`config.mk`:
```
export PLATFORM = sky130hd
export DESIGN_NAME = gadf_recip
export DESIGN_NICKNAME = d
export VERILOG_FILES = /design/src/hdl/assert_macros.svh /design/src/hdl/gadf_pkg.sv /design/src/hdl/gadf_recip.sv
export SDC_FILE = /design/constraint.sdc
export NUM_CORES = 2
export LEC_CHECK = 0
export BUFFER_PORTS_ARGS = -buffer_cell sky130_fd_sc_hd__buf_2
export CAP_MARGIN = 0
export CORE_UTILIZATION = 51
export CTS_CLUSTER_DIAMETER = 200
export DETAILED_ROUTE_END_ITERATION = 8
export PLACE_DENSITY = 0.66
export SLEW_MARGIN = 30
export SYNTH_ARGS = -nofsm -noshare
export SYNTH_HDL_FRONTEND = slang
export SYNTH_SLANG_ARGS = --single-unit
```
`constraint.sdc`:
```
create_clock -name clock -period 8.8 [get_ports clock]
set_input_delay 0.88 -clock clock [delete_from_list [all_inputs] [get_ports clock]]
set_output_delay 0.88 -clock clock [all_outputs]
set_load 0.02 [all_outputs]
```
`src/hdl/assert_macros.svh`:
```
// Assertion macros used by the filter top level.
`ifndef ASSERT_MACROS_SVH
`define ASSERT_MACROS_SVH
// same-cycle implication
`define CHECK_IMPL(label, clk, rst, ante, cons) \
   label: assert property (@(posedge clk) disable iff (rst) (ante) |-> (cons)) \
      else $error("check failed");
// next-cycle implication
`define CHECK_NEXT(label, clk, rst, ante, cons) \
   label: assert property (@(posedge clk) disable iff (rst) (ante) |=> (cons)) \
      else $error("check failed");
`endif

```
`src/hdl/gadf_pkg.sv`:
```
// Package with widths, constant tables and helper functions of the filter.
`default_nettype none
package gadf_pkg;
   localparam int PIX_BITS   = 10;
   localparam int ROW_BITS   = 5 * PIX_BITS;
   localparam int PIX_MID    = 1 << (PIX_BITS - 1);
   localparam int PIX_MASK   = (1 << PIX_BITS) - 1;
   localparam int FUSE_MAX   = PIX_MID - 1;
   localparam int GRAD_BITS  = PIX_BITS + 1;
   localparam int GABS_BITS  = PIX_BITS + 3;
   localparam int DIV5_BITS  = PIX_BITS;
   localparam int WSIZE_BITS = 6;
   localparam int CFG_BITS   = 32;
   localparam int CSR_IDX_BITS = 2;
   localparam int PX_BITS    = PIX_BITS + 1;
   localparam int WSUM_BITS  = PIX_BITS + 7;
   localparam int AVG_BITS   = PIX_BITS + 1;
   localparam int SUM_BITS   = PIX_BITS + 4;
   localparam int DEN_BITS   = GRAD_BITS + 3;
   localparam int RECIP_BITS = 17;
   localparam int X_BITS     = 14;
   localparam int PROD_BITS  = DEN_BITS + X_BITS;
   localparam int TM_BITS    = 18;
   localparam int MAG_BITS   = GRAD_BITS + SUM_BITS - 1;
   localparam int HOR_BITS   = PIX_BITS + 5;
   localparam int NKER       = 4;
   localparam int NDIR       = 5;
   localparam int DIV5_MUL   = 205;
   localparam int DIV5_SHIFT = 10;
   localparam int QUINT_MUL  = 13108;
   localparam int TWO_Q16    = 2 << 16;
   localparam int GRAD_MAX   = 2 * (((5 * PIX_MASK) * DIV5_MUL) >> DIV5_SHIFT);

   localparam logic [CFG_BITS-1:0] GRAD_CLIP_RST = 32'd656348943;
   localparam logic [CFG_BITS-1:0] WSIZE_THR_RST = 32'd673191952;
   localparam logic [CFG_BITS-1:0] BLEND_RST     = 32'd538976288;

   typedef enum logic [CSR_IDX_BITS-1:0] {
      CSR_GRAD_CLIP   = 2'd0,
      CSR_WSIZE_THR   = 2'd1,
      CSR_BLEND_RATIO = 2'd2
   } csr_index_type;

   typedef struct packed {
      logic [GRAD_BITS-1:0]  grad;
      logic [WSIZE_BITS-1:0] wsize;
   } meta_type;

   typedef logic [NDIR-1:0][AVG_BITS-1:0] avg_row_type;

   typedef struct packed {
      logic [1:0][MAG_BITS-1:0] mag;
      logic [1:0]               neg;
      logic [1:0][AVG_BITS-1:0] qz;
      logic [1:0][AVG_BITS-1:0] up;
      logic                     gzero;
   } fuse_type;

   localparam logic [WSIZE_BITS-1:0] WSIZE_CLASS [5] = '{6'd16, 6'd23, 6'd31, 6'd39, 6'd40};

   localparam logic [RECIP_BITS-1:0] RECIP_Q16 [65] = '{
      17'd0, 17'd65536, 17'd32768, 17'd21845, 17'd16384, 17'd13107, 17'd10923, 17'd9362,
      17'd8192, 17'd7282, 17'd6554, 17'd5958, 17'd5461, 17'd5041, 17'd4681, 17'd4369,
      17'd4096, 17'd3855, 17'd3641, 17'd3449, 17'd3277, 17'd3120, 17'd2979, 17'd2849,
      17'd2731, 17'd2621, 17'd2521, 17'd2427, 17'd2341, 17'd2259, 17'd2185, 17'd2115,
      17'd2048, 17'd1986, 17'd1928, 17'd1872, 17'd1820, 17'd1771, 17'd1725, 17'd1680,
      17'd1638, 17'd1598, 17'd1560, 17'd1524, 17'd1489, 17'd1456, 17'd1425, 17'd1394,
      17'd1365, 17'd1338, 17'd1311, 17'd1286, 17'd1261, 17'd1238, 17'd1215, 17'd1193,
      17'd1172, 17'd1151, 17'd1132, 17'd1113, 17'd1094, 17'd1076, 17'd1059, 17'd1042,
      17'd1024
   };

   localparam logic [3:0] KERNEL_W [6][5][5] = '{
      '{'{0,0,0,0,0}, '{0,0,0,0,0}, '{0,0,0,0,0}, '{0,0,0,0,0}, '{0,0,0,0,0}},
      '{'{0,0,0,0,0}, '{0,1,2,1,0}, '{0,2,4,2,0}, '{0,1,2,1,0}, '{0,0,0,0,0}},
      '{'{0,0,0,0,0}, '{0,1,1,1,0}, '{0,1,1,1,0}, '{0,1,1,1,0}, '{0,0,0,0,0}},
      '{'{1,1,2,1,1}, '{1,2,4,2,1}, '{2,4,8,4,2}, '{1,2,4,2,1}, '{1,1,2,1,1}},
      '{'{1,1,1,1,1}, '{1,1,1,1,1}, '{1,1,1,1,1}, '{1,1,1,1,1}, '{1,1,1,1,1}},
      '{'{0,0,0,0,0}, '{0,0,0,0,0}, '{0,0,0,0,0}, '{0,0,0,0,0}, '{0,0,0,0,0}}
   };

   function automatic logic [7:0] cfg_byte(input logic [CFG_BITS-1:0] r,
                                           input logic [1:0] k);
      cfg_byte = r[8*k +: 8];
   endfunction

   // direction masks: centre, up, down, left, right
   function automatic logic in_dir(input int d, input int i, input int j);
      in_dir = (d == 0) || (d == 1 && i <= 2) || (d == 2 && i >= 2) ||
               (d == 3 && j <= 2) || (d == 4 && j >= 2);
   endfunction

   function automatic int fsum_of(input int k, input int d);
      int s;
      s = 0;
      for (int i = 0; i < 5; i++)
         for (int j = 0; j < 5; j++)
            if (in_dir(d, i, j))
               s = s + int'(KERNEL_W[k][i][j]);
      fsum_of = (s > 64) ? 64 : s;
   endfunction

   function automatic logic [DIV5_BITS-1:0] div5(input logic [GABS_BITS-1:0] x);
      logic [GABS_BITS+7:0] p;
      p = (GABS_BITS+8)'(x) * (GABS_BITS+8)'(DIV5_MUL);
      div5 = DIV5_BITS'(p >> DIV5_SHIFT);
   endfunction

   function automatic logic [$clog2(DEN_BITS)-1:0] msb_pos(input logic [DEN_BITS-1:0] v);
      logic [$clog2(DEN_BITS)-1:0] m;
      m = '0;
      for (int i = 0; i < DEN_BITS; i++)
         if (v[i])
            m = ($clog2(DEN_BITS))'(i);
      msb_pos = m;
   endfunction

   function automatic logic [AVG_BITS-1:0] scale_avg(input logic signed [WSUM_BITS-1:0] w,
                                                     input logic [RECIP_BITS-1:0] rc);
      logic [WSUM_BITS-1:0] mag;
      logic [WSUM_BITS+RECIP_BITS-1:0] p;
      logic [AVG_BITS-1:0] q;
      mag = w[WSUM_BITS-1] ? WSUM_BITS'(-w) : WSUM_BITS'(w);
      p = (WSUM_BITS+RECIP_BITS)'(mag) * (WSUM_BITS+RECIP_BITS)'(rc);
      q = AVG_BITS'(p >> 16);
      scale_avg = w[WSUM_BITS-1] ? AVG_BITS'(-q) : q;
   endfunction
endpackage
`default_nettype wire

```
`src/hdl/gadf_recip.sv`:
```
// Pipelined Newton-Raphson reciprocal of five times the gradient, Q16.
`default_nettype none
module gadf_recip (
   input  logic                           clock,
   input  logic [gadf_pkg::GRAD_BITS-1:0] grad,
   output logic [gadf_pkg::X_BITS-1:0]    recip
);
   import gadf_pkg::*;

   logic [DEN_BITS-1:0]  den_in;
   logic [X_BITS-1:0]    x0_in;
   logic [DEN_BITS-1:0]  den_ff [3:5];
   logic [X_BITS-1:0]    x0_ff, x1_ff, x2_ff;
   logic [X_BITS-1:0]    x0_d_ff, x1_d_ff;
   logic [PROD_BITS-1:0] prod0_ff, prod1_ff;
   logic [TM_BITS-1:0]   tm0, tm1;
   logic [X_BITS+TM_BITS-1:0] nx0, nx1;

   always_comb begin
      den_in = (DEN_BITS'(grad) << 2) + DEN_BITS'(grad);
      if (den_in <= DEN_BITS'(64))
         x0_in = X_BITS'(RECIP_Q16[den_in[6:0]]);
      else
         x0_in = X_BITS'(RECIP_BITS'(1) << (5'd16 - 5'(msb_pos(den_in))));
   end

   always_comb begin
      tm0 = (prod0_ff >= PROD_BITS'(TWO_Q16)) ? '0 : TM_BITS'(PROD_BITS'(TWO_Q16) - prod0_ff);
      tm1 = (prod1_ff >= PROD_BITS'(TWO_Q16)) ? '0 : TM_BITS'(PROD_BITS'(TWO_Q16) - prod1_ff);
      nx0 = (X_BITS+TM_BITS)'(x0_d_ff) * (X_BITS+TM_BITS)'(tm0);
      nx1 = (X_BITS+TM_BITS)'(x1_d_ff) * (X_BITS+TM_BITS)'(tm1);
   end

   always_ff @(posedge clock) begin
      den_ff[3] <= den_in;
      x0_ff     <= x0_in;
      den_ff[4] <= den_ff[3];
      prod0_ff  <= PROD_BITS'(den_ff[3]) * PROD_BITS'(x0_ff);
      x0_d_ff   <= x0_ff;
      den_ff[5] <= den_ff[4];
      x1_ff     <= X_BITS'(nx0 >> 16);
      prod1_ff  <= PROD_BITS'(den_ff[5]) * PROD_BITS'(x1_ff);
      x1_d_ff   <= x1_ff;
      x2_ff     <= X_BITS'(nx1 >> 16);
   end

   assign recip = x2_ff;
endmodule
`default_nettype wire
```
==> out/qor_table.md <==
| Stage | Result | This run |
|---|---|---|
| place | Number of input and output port buffers inserted | 25 |
| pwr | Net load switching power | 4.47 mW |
| clock tree | Total of hold buffers inserted after clock tree synthesis | 0 |
| critical path | Slowest CP cell | sky130_fd_sc_hd__fa_1 |
| synthesis | Post-synth net total | 4797 |
| synthesis | Top cell type by total area after synthesis | sky130_fd_sc_hd__fa_1 |
| sta | Hold_ws | 0.323 ns |
| floorplanning | Number of placed I/O pins | 26 |
| run | Total of max-cap violations | 0 |
| synthesis | Async set-reset flop share out of synthesis | 0 |
| sta | Relative slew slack | 0.386 |
| clock tree | Clock tree from TritonCTS | done |
| sta | Pin slew with the least headroom to its limit | 0.921 ns |
| final layout | Fillers | 5939 |
| drt | Post-route antenna net violation count | 0 |
| place | DP Area | 0.0345 mm² |
| global routing | Antenna violations before repair | 0 |
| global routing | Global route overflow | 0 |
| critical path | Length in cells of the worst reg-to-reg path | 32 |
| critical path | Data required time of the worst path | 9.22 ns |
| final layout | Final instance area | 0.0351 mm² |
| synthesis | Syn. warnings | 0 |
| pwr | Combinational share of power | 0.746 |
| final layout | Layout cell share with drive strength beyond 1 | 0.0342 |
| clock tree | Post-CTS setup-driven buffer insertion count | 0 |
| critical path | Crit path from | prod1_ff[0] |
| drt | Total wire length | 75.0 mm |
| synthesis | Cells taking the most area after synthesis | sky130_fd_sc_hd__fa_1 39%, sky130_fd_sc_hd__ha_1 14%, sky130_fd_sc_hd__dfxtp_1 10% |
| synthesis | Most frequent cell after synthesis | sky130_fd_sc_hd__inv_1 |
| place | DP Wirelength | 59.2 mm |
| drt | DRC violation total after the first TritonRoute iteration | 1328 |
| synthesis | Number of standard cells after synthesis | 3754 |
| synthesis | Primary FF master, synth | sky130_fd_sc_hd__dfxtp_1 |
| pwr | Switching share of power | 0.537 |
| synthesis | Fraction of the yosys area taken by sequential cells | 0.100 |
| global routing | Overall routing resource usage | 0.241 |
| clock tree | Clock buffers created by TritonCTS | 17 |
| clock tree | H-tree lvl count | 4 |
| floorplanning | Core area | 0.0648 mm² |
| sta | Unrepaired setup endpoints after global routing | false |
| floorplanning | Starting Density | 0.519 |
| critical path | Highest fanout seen on the critical path | 14 |
| clock tree | Buffer depth of the longest clock path | 2 |
| final layout | Area added between synthesis and finish | 4.44% |
| drt | DR WL/cell | 16.5 µm |
| synthesis | Synthesized area | 0.0336 mm² |
| drt | Post-route DRC | 0 |
| clock tree | Gates resized, CTS repair | 0 |
| drt | First-pass iteration count of the detailed router | 6 |
| drt | Via density per instance | 5.31 |
| hold path | Number of instances on the worst hold path | 0 |
| sta | Final setup violation count | 0 |
| critical path | Startpoint Class | flop |
| clock tree | CTS root buf | sky130_fd_sc_hd__clkbuf_16 |
| pwr | Peak supply drop | 221 µV |
| sta | Final Cycle Share | 0.922 |
| sta | Number of endpoints with negative hold slack in the final report | 0 |
| sta | Clock Skews | 0.0150 ns |
| hold path | Startpoint of the tightest hold check path | den_ff[4][0] |
| status | Run status | completed |
| critical path | Worst stage delay on the critical path | 0.53 ns |
| floorplanning | Number of placement rows | 93 |
| synthesis | Number of enable-type register cells in the synthesized netlist | 0 |
| global routing | Via count of the first global-routing pass | 26.1k |
| pwr | Clock group share of total power | 0.093 |
| critical path | Launch point of the worst reg-to-reg path | prod1_ff[0] |
| sta | Final worst path period need | 8.12 ns |
| synthesis | Synth Register Bits | 168 |
| pwr | Proportion of power drawn by flip-flops and latches | 0.161 |
| synthesis | Mean area per synthesized cell | 8.96 µm² |
| synthesis | Area fraction of the dominant cell type after synthesis | 0.391 |
| pwr | Power Density | 237 mW/mm² |
| hold path | Hold path endpoint | den_ff[5][0] |
| critical path | Cell with the most instances on the worst path | sky130_fd_sc_hd__fa_1 |
| drt | Total number of vias | 24.1k |
| global routing | Global-route wire length before repair | 129 mm |
| place | DP Worst Slack | 0.732 ns |
| critical path | Critical Path Sink Type | flop |
| pwr | Internal power | 3.86 mW |
| sta | Setup TNS | 0 ns |
| floorplanning | Height of the chip | 259 µm |
| sta | Highest clock frequency the design can meet | 0.123 GHz |
| critical path | CP arrival | 8.54 ns |
| global routing | Maximum number of pins on one net before global-route repair | 63 |
| place | Placer Congestion | 0.870 |
| critical path | Worst-case register-to-register setup slack | 0.68 ns |
| clock tree | Clock net sink count | 168 |
| final layout | Final-stage net count | 4717 |
| synthesis | Synth cell count leaders | 729 x sky130_fd_sc_hd__inv_1, 657 x sky130_fd_sc_hd__fa_1, 583 x sky130_fd_sc_hd__nand2_1, 374 x sky130_fd_sc_hd__ha_1, 360 x sky130_fd_sc_hd__and2_1 |
| sta | Count of final max-slew check failures | 0 |
| final layout | Number of inserted diodes | 0 |
| floorplanning | Die Span X | 259 µm |
| pwr | Leakage power figure | 18.0 nW |
| clock tree | Worst-Skew Late Latency | 0.49 ns |
| hold path | Worst Hold Class | flop to flop |
| sta | Min setup slack post-route | 0.683 ns |
| synthesis | Synth cell types | 74 |
| critical path | Reg-to-reg endpoint | recip[13] |
| clock tree | Clock transition at the register clock pins on the worst setup and hold paths after CTS | 0.08 ns |
| critical path | Type of the worst setup path | flop to flop |
| floorplanning | Total die area | 0.0670 mm² |
## kinds of logic (layout without fill, tap and decap cells)
kind of cell / count (synthesis) / in the layout / synth area share
adders and majority gates: 1031 / 1031 / 0.530
and+or+nand+nor: 1237 / 1237 / 0.176
AOI/OAI and AO/OA: 304 / 304 / 0.0613
buffers and inverters: 893 / 826 / 0.0997
xor gates and xnor gates: 115 / 115 / 0.0300
muxes: 6 / 6 / 0.00220
DFF: 168 / 168 / 0.100
## sequential cells by signal (all words and copies together), names as in the netlist
signal,flops
x1_ff,14
x0_d_ff,14
prod0_ff,28
x1_d_ff,14
x0_ff,14
recip,14
prod1_ff,28
den_ff,42
## final cells by class
cell class                      instances  area [µm²]  area share
Timing Repair Buffer                   64         418      0.0119
Inverter                              730        2740      0.0780
Sequential cell                       168        3360      0.0958
Clock buffer                           17         425      0.0121
Multi-Input combinational cell       2693       26900       0.767
Clock inverter                         15         174     0.00495
Tap cell                              855        1070      0.0305
## layer usage
layer	up-vias	GRT usage	routed length, µm
met5	-	0	0
met1	12257	0.321	34200
met4	0	0.0582	1070
li1	11278	-	-
met3	75	0.0335	3460
met2	529	0.414	36300
## power by group through the flow
stage	logic [mW]	clock network, mW	registers (mW)
after floorplan	4.82	0	1.09
after global placement	6.09	0	1.35
after detailed placement	6.24	0	1.35
after CTS	6.28	0.798	1.34
after global routing	7.23	0.826	1.37
final	6.21	0.774	1.34
## how the worst max path moves through the flow
stage	end	slack, ns	cells past startpoint
floorplan	recip[13]	1.56	32
detailed placement	recip[13]	0.73	32
finish	recip[13]	0.68	32
global placement	recip[13]	0.88	32
CTS	recip[13]	0.69	32
global route	recip[13]	0.06	32
## critical path: cells and delay by family (launching register included)
family                   cells  cell delay [ns]
adder cells (fa/ha/maj)      8             3.51
AND/OR/NAND/NOR             10             1.59
XOR/XNOR                     2             0.28
AO/OA/AOI/OAI                6             1.74
buffers and inverters        6             0.53
flip-flops                   1             0.42
## layout by cell type, fill, tap and decap left out, drive strengths merged, types with 35 or more instances in the layout
master,count
inv,737
fa,657
nand2,583
ha,374
and2,360
dfxtp,168
nor2,127
a21oi,87
xnor2,80
buf,64
o21ai,57
and3,43
xor2,35
## per-stage QoR
step,power (mW),cells,utilization
2_1_floorplan,5.91,3754,-
3_3_place_gp,7.45,4510,0.533
3_5_place_dp,7.59,4510,0.533
4_1_cts,8.41,4542,0.542
5_1_grt,9.43,4542,0.542
6_report,8.33,4542,0.542
No activity file was read; power rests on OpenSTA's default activity.
